===== src/rtl/sccol_pkg.sv =====
package sccol_pkg;

    // fraction bits of step_time and of the position scale
    localparam int FRAC_BITS = 16;

    localparam int CFG_W = 16;
    localparam logic [CFG_W-1:0] STEP_RESET = 16'd1049;

    localparam int TIME_W = 17;
    localparam logic [TIME_W-1:0] TIME_ONE = 17'd65536;

    // raw-unit widths: differences, squares, dot products
    localparam int COORD_W = 32;
    localparam int RAD_IN_W = 31;
    localparam int DIFF_W = COORD_W + 1;
    localparam int SQ_W = 2 * COORD_W;
    localparam int SUM_W = SQ_W + 1;
    localparam int BP_W = SUM_W + 1;
    localparam int HALF_W = 32;
    localparam int BSQ_W = 2 * SUM_W;
    localparam int TT_W = 2 * CFG_W;
    localparam int TB_W = CFG_W + SUM_W;
    localparam int D_W = BSQ_W;
    localparam int Q_W = TT_W + D_W;
    localparam int M_W = TT_W + SUM_W;
    localparam int CHUNK_W = 33;

    // square root over radicand scaled by 2^(2*FRAC_BITS)
    localparam int RAD_W = Q_W + 2 * FRAC_BITS;
    localparam int ROOT_W = RAD_W / 2;
    localparam int SQ_REM_W = ROOT_W + 2;
    localparam int SQRT_CELLS = ROOT_W;
    localparam int N_W = TB_W + FRAC_BITS;

    // quotient needs one bit past TIME_ONE to see overflow
    localparam int QUO_W = TIME_W + 1;
    localparam int DIV_CELLS = QUO_W;
    localparam int DV_REM_W = M_W + 1;
    localparam int NPRE_W = (N_W > M_W + 2) ? N_W : M_W + 2;

    localparam int IN_TDATA_W = 320;
    localparam int OUT_TDATA_W = 24;

    typedef struct packed {
        logic decided;
        logic dec_hit;
    } verdict_t;

    typedef struct packed {
        logic signed [COORD_W-1:0] a_pos_x;
        logic signed [COORD_W-1:0] a_pos_y;
        logic signed [COORD_W-1:0] b_pos_x;
        logic signed [COORD_W-1:0] b_pos_y;
        logic signed [COORD_W-1:0] a_vel_x;
        logic signed [COORD_W-1:0] a_vel_y;
        logic signed [COORD_W-1:0] b_vel_x;
        logic signed [COORD_W-1:0] b_vel_y;
        logic [RAD_IN_W-1:0]       a_radius;
        logic [RAD_IN_W-1:0]       b_radius;
    } pair_t;

    typedef struct packed {
        verdict_t              vd;
        logic [SQ_REM_W-1:0]   rem;
        logic [ROOT_W-1:0]     root;
        logic [RAD_W-1:0]      rad;
        logic [TB_W-1:0]       tb;
        logic [M_W-1:0]        m;
    } sq_item_t;

    typedef struct packed {
        verdict_t              vd;
        logic [DV_REM_W-1:0]   rem;
        logic [QUO_W-1:0]      quo;
        logic [QUO_W-1:0]      bits;
        logic [M_W-1:0]        m;
    } dv_item_t;

endpackage


===== src/rtl/sccol_sqrt_cell.sv =====
module sccol_sqrt_cell
    import sccol_pkg::*;
(
    input  logic     clk,
    input  logic     rst_n,
    input  logic     en,
    input  logic     in_valid,
    input  sq_item_t in_item,
    output logic     out_valid,
    output sq_item_t out_item
);

    logic                  valid_reg;
    sq_item_t              item_reg;
    sq_item_t              item_next;
    logic [SQ_REM_W+1:0]   shifted;
    logic [SQ_REM_W+1:0]   trial;
    logic [SQ_REM_W+1:0]   diff;
    logic                  ge;

    // one root bit per cell: bring down two radicand bits, try root*4+1
    always_comb
    begin
        shifted = {in_item.rem, in_item.rad[RAD_W-1:RAD_W-2]};
        trial   = (SQ_REM_W+2)'({in_item.root, 2'b01});
        diff    = shifted - trial;
        ge      = shifted >= trial;
        item_next      = in_item;
        item_next.rem  = ge ? diff[SQ_REM_W-1:0] : shifted[SQ_REM_W-1:0];
        item_next.root = {in_item.root[ROOT_W-2:0], ge};
        item_next.rad  = {in_item.rad[RAD_W-3:0], 2'b00};
    end

    always_ff @(posedge clk or negedge rst_n)
    begin
        if (!rst_n)
        begin
            valid_reg <= 1'b0;
        end
        else if (en)
        begin
            valid_reg <= in_valid;
        end
    end

    always_ff @(posedge clk)
    begin
        if (en)
        begin
            item_reg <= item_next;
        end
    end

    assign out_valid = valid_reg;
    assign out_item  = item_reg;

endmodule


===== config.mk =====
export PLATFORM = sky130hd
export DESIGN_NAME = sccol_sqrt_cell
export DESIGN_NICKNAME = d
export VERILOG_FILES = /design/src/rtl/sccol_pkg.sv /design/src/rtl/sccol_sqrt_cell.sv
export SDC_FILE = /design/constraint.sdc
export NUM_CORES = 1
export LEC_CHECK = 0
export BUFFER_PORTS_ARGS = -buffer_cell sky130_fd_sc_hd__buf_4
export CORE_AREA = 2 2 443 445
export DETAILED_ROUTE_END_ITERATION = 8
export DIE_AREA = 0 0 445 447
export GPL_TIMING_DRIVEN = 0
export REMOVE_ABC_BUFFERS = 1
export SLEW_MARGIN = 10
export SYNTH_ARGS = -nofsm -noshare
export SYNTH_HDL_FRONTEND = slang
export SYNTH_SLANG_ARGS = --single-unit
export TNS_END_PERCENT = 30

===== constraint.sdc =====
create_clock -name clk -period 0.85 [get_ports clk]
set_input_delay 0.0425 -clock clk [delete_from_list [all_inputs] [get_ports clk]]
set_output_delay 0.0425 -clock clk [all_outputs]
set_load 0.05 [all_outputs]

==> impl_metrics.tcl <==
set metrics [dict create \
    outcome "complete, but fails checks" \
    violations "hold timing, setup timing" \
    clk_pin_slew_ps 60 \
    synth_compound_area_frac 0.118 \
    grt_max_degree 119 \
    placed_cell_area_sq_um 36400 \
    drt-met1-wl_microns 56100 \
    stdcell_area_sq_um 49800 \
    ys_ff_latch 569 \
    yosys.area_share.simple 0.0734 \
    ant_nets 0 \
    synthDistinctLibCells 70 \
    p_switching_mw 37.1 \
    mostFrequentLayoutCells "buf_4, dlygate4sd3_1, edfxtp_1, nand2_1, a21oi_1" \
    worst_pin_slew_ps 890 \
    cpMostUsedCell "buf_12" \
    dp.cells 5478 \
    maxCapViolations 0 \
    worstSetupPathType "in -> reg" \
    wl_met2_microns 92500 \
    r2r-end "out_valid" \
    maxUsedRoutingLayer "met5" \
    cts_tree "yes" \
    die_w_microns 445 \
    hp-start "in_item[450]" \
    synthMuxAreaShare 0.00217 \
    dieArea_sq_um 199000 \
    areaGrowthSynthToFinish_pct 101 \
    rsz0062_at_grt "yes" \
    drc 0 \
    critPathMaxFanout 14 \
    dr.pass1.iters 6 \
    worstPathArrival_ps 3240 \
    synth_top_family_by_area "compound AO/OA/AOI/OAI gates" \
    hold_viol_final 124 \
    hpwl_microns 130000 \
    track_usage 0.168 \
    pin_count 1145 \
    hold_path_depth 1 \
    synth_xor_area_frac 0.0332 \
    routedWlPerCell_microns 27.4 \
    clkPwrFrac 0.323 \
    layout_commonest_cell "buf_4" \
    netlist_area_sq_um 24800 \
    pwr-share-comb 0.333 \
    rows 162 \
    setup_viol_count_final 967 \
    nets 4476 \
    layout-drive-gt1-share 0.460 \
    ff2ff_path_depth 1 \
    max_stage_delay_ps 600 \
    p_int_mw 64.7 \
    pwr_density_cell_nw_per_um2 2040 \
    grt_pass1_vias 25218 \
    synth_top_area_share 0.689 \
    start_util 0.128 \
    gp_congestion 0.864 \
    fin_crit_ps 2710 \
    hold_path.class "in -> reg" \
    drt-initial-drc-count 2056 \
    port_buffers 1142 \
    fillers 20048 \
    p_leak_nw 20.0 \
    synth_fa_ha_area_frac 0.0500 \
    post-place-ws_ps -4830 \
    finalCritPeriodShare 3.19 \
    slowest_stage "or4_4" \
    cts_max_path_buffers 3 \
    grt_pass1_wl_microns 224000 \
    final_cells 6429 \
    required_ps 1380 \
    cp-end-kind "flop" \
    grt_antenna_before_repair 56 \
    root_buffer "clkbuf_16" \
    synth_cells 1861 \
    synth_flop_cell "edfxtp_1" \
    fmax_mhz 369 \
    p_sw_frac 0.364 \
    synth_area_per_cell_sq_um 13.3 \
    rrSetupSlack_ps 100 \
    crit_chain "buf_4 > inv_1 > ha_4 > nand4_1 > or4_4 > o21bai_1 > o22ai_2 > nor3_4 > buf_12 > o211a_4 > o211ai_4 > nand2_8 > buf_12 > buf_12 > buf_12 > buf_16 > o21ai_1" \
    via_per_inst 3.86 \
    met3_wirelength_microns 11500 \
    h-tree-depth 3 \
    overflow 0 \
    ir_drop_mv 1.29 \
    cts_buffers 76 \
    fin_worst_skew_ps 0 \
    synth.area.top_cells "edfxtp_1, ha_1, nand2_1, a21oi_1, xnor2_1" \
    reg2reg_from "out_valid" \
    die_y_microns 447 \
    dr_total_vias 24843 \
    drt-total-wl_microns 176000 \
    synth-edff-count 568 \
    clk_latency_ps 680 \
    cp-start-kind "input pin" \
    ys_seq_area_frac 0.690 \
    synthArstFlopShare 0.00176 \
    fin_ws_ps -1860 \
    synth_warnings 0 \
    report.final.slew_viol_count 0 \
    cts_sinks 569 \
    slew_headroom 0.400 \
    fin_hold_ws_ps -470 \
    min_to "out_item[451]" \
    core_sq_um 194000 \
    pwr-share-seq 0.345 \
    fin_total_pwr_mw 102 \
    synth_area_leader_cell "edfxtp_1" \
]
final cells by class:
type / count / area, sq um / area share
flip-flops and latches: 569 / 17100 / 0.343
repair buffers: 1927 / 17000 / 0.341
multi-input cells: 1098 / 9540 / 0.192
well taps: 2542 / 3180 / 0.0638
clock buffers: 88 / 1970 / 0.0395
inverters: 131 / 538 / 0.0108
clock inverters: 51 / 495 / 0.00994
diodes: 23 / 57.6 / 0.00115
critical path, delay by kind of cell:
kind | cells | cell delay, ps
compound gates | 5 | 1030
buf+inv | 7 | 900
simple gates | 4 | 910
fa+ha+maj | 1 | 300
registers in the layout, summed over array words and instances, names as in the netlist:
| register | cells |
|---|---|
| out_valid | 1 |
| out_item | 568 |
stage by stage:
stage,TNS [ps],hold slack (ps),util
3_3_place_gp,-3739600,-181,0.186
5_1_grt,-650490,-518,0.257
2_1_floorplan,-313500,-253,-
6_report,-596830,-470,0.257
4_1_cts,-608210,-572,0.249
3_5_place_dp,-968940,-179,0.188
repair_timing:
item                                   4_1_cts  5_1_grt
setup buffers                               99       40
pin swaps                                  124       88
cloned                                      26        0
setup endpoints to repair                  954      954
gates resized for setup                    518      127
hold buffers                               581       45
endpoints found under the hold margin      649      169
power groups by stage:
stage	clock, mW	combinational (mW)	sequential [mW]
CTS	34.0	32.8	35.1
global route	34.9	35.0	35.3
global placement	0	26.1	35.8
floorplan	0	5.00	44.9
finish	32.8	33.9	35.1
detailed placement	0	26.2	35.6
synthesized netlist by cell type (all sizes together), types with 11 or more instances:
library cell  number
a21o              36
a21oi            141
buf               23
clkbuf            55
edfxtp           568
ha                99
inv              131
nand2            195
nand3             11
nand4             56
nor2              75
nor3              23
o21a              19
o21ai            178
o21bai            28
o31ai             13
xnor2             61
xor2              33
worst max path at each step:
stage	start	end	slack, ps	cells past startpoint
final	in_item[401]	out_item[480]	-1860	17
after global routing	in_item[401]	out_item[556]	-1920	15
after CTS	in_item[441]	out_item[529]	-1770	17
after detailed placement	in_item[439]	out_item[493]	-4830	13
after global placement	in_item[376]	out_item[493]	-8040	12
after floorplan	in_item[413]	out_item[564]	-3610	13
cell families after synthesis:
| group | after synthesis |
|---|---|
| DFF | 569 |
| other | 1 |
| muxes | 5 |
| adders and majority gates | 99 |
| xor gates and xnor gates | 94 |
| and+or+nand+nor | 401 |
| buffers and inverters | 209 |
| AOI/OAI and AO/OA | 483 |
layer usage:
layer,vias up,global-route usage
li1,10897,-
met1,12276,0.160
met2,1271,0.311
met3,383,0.0391
met4,16,0.130
met5,-,0
No activity file was read; power rests on OpenSTA's default activity.
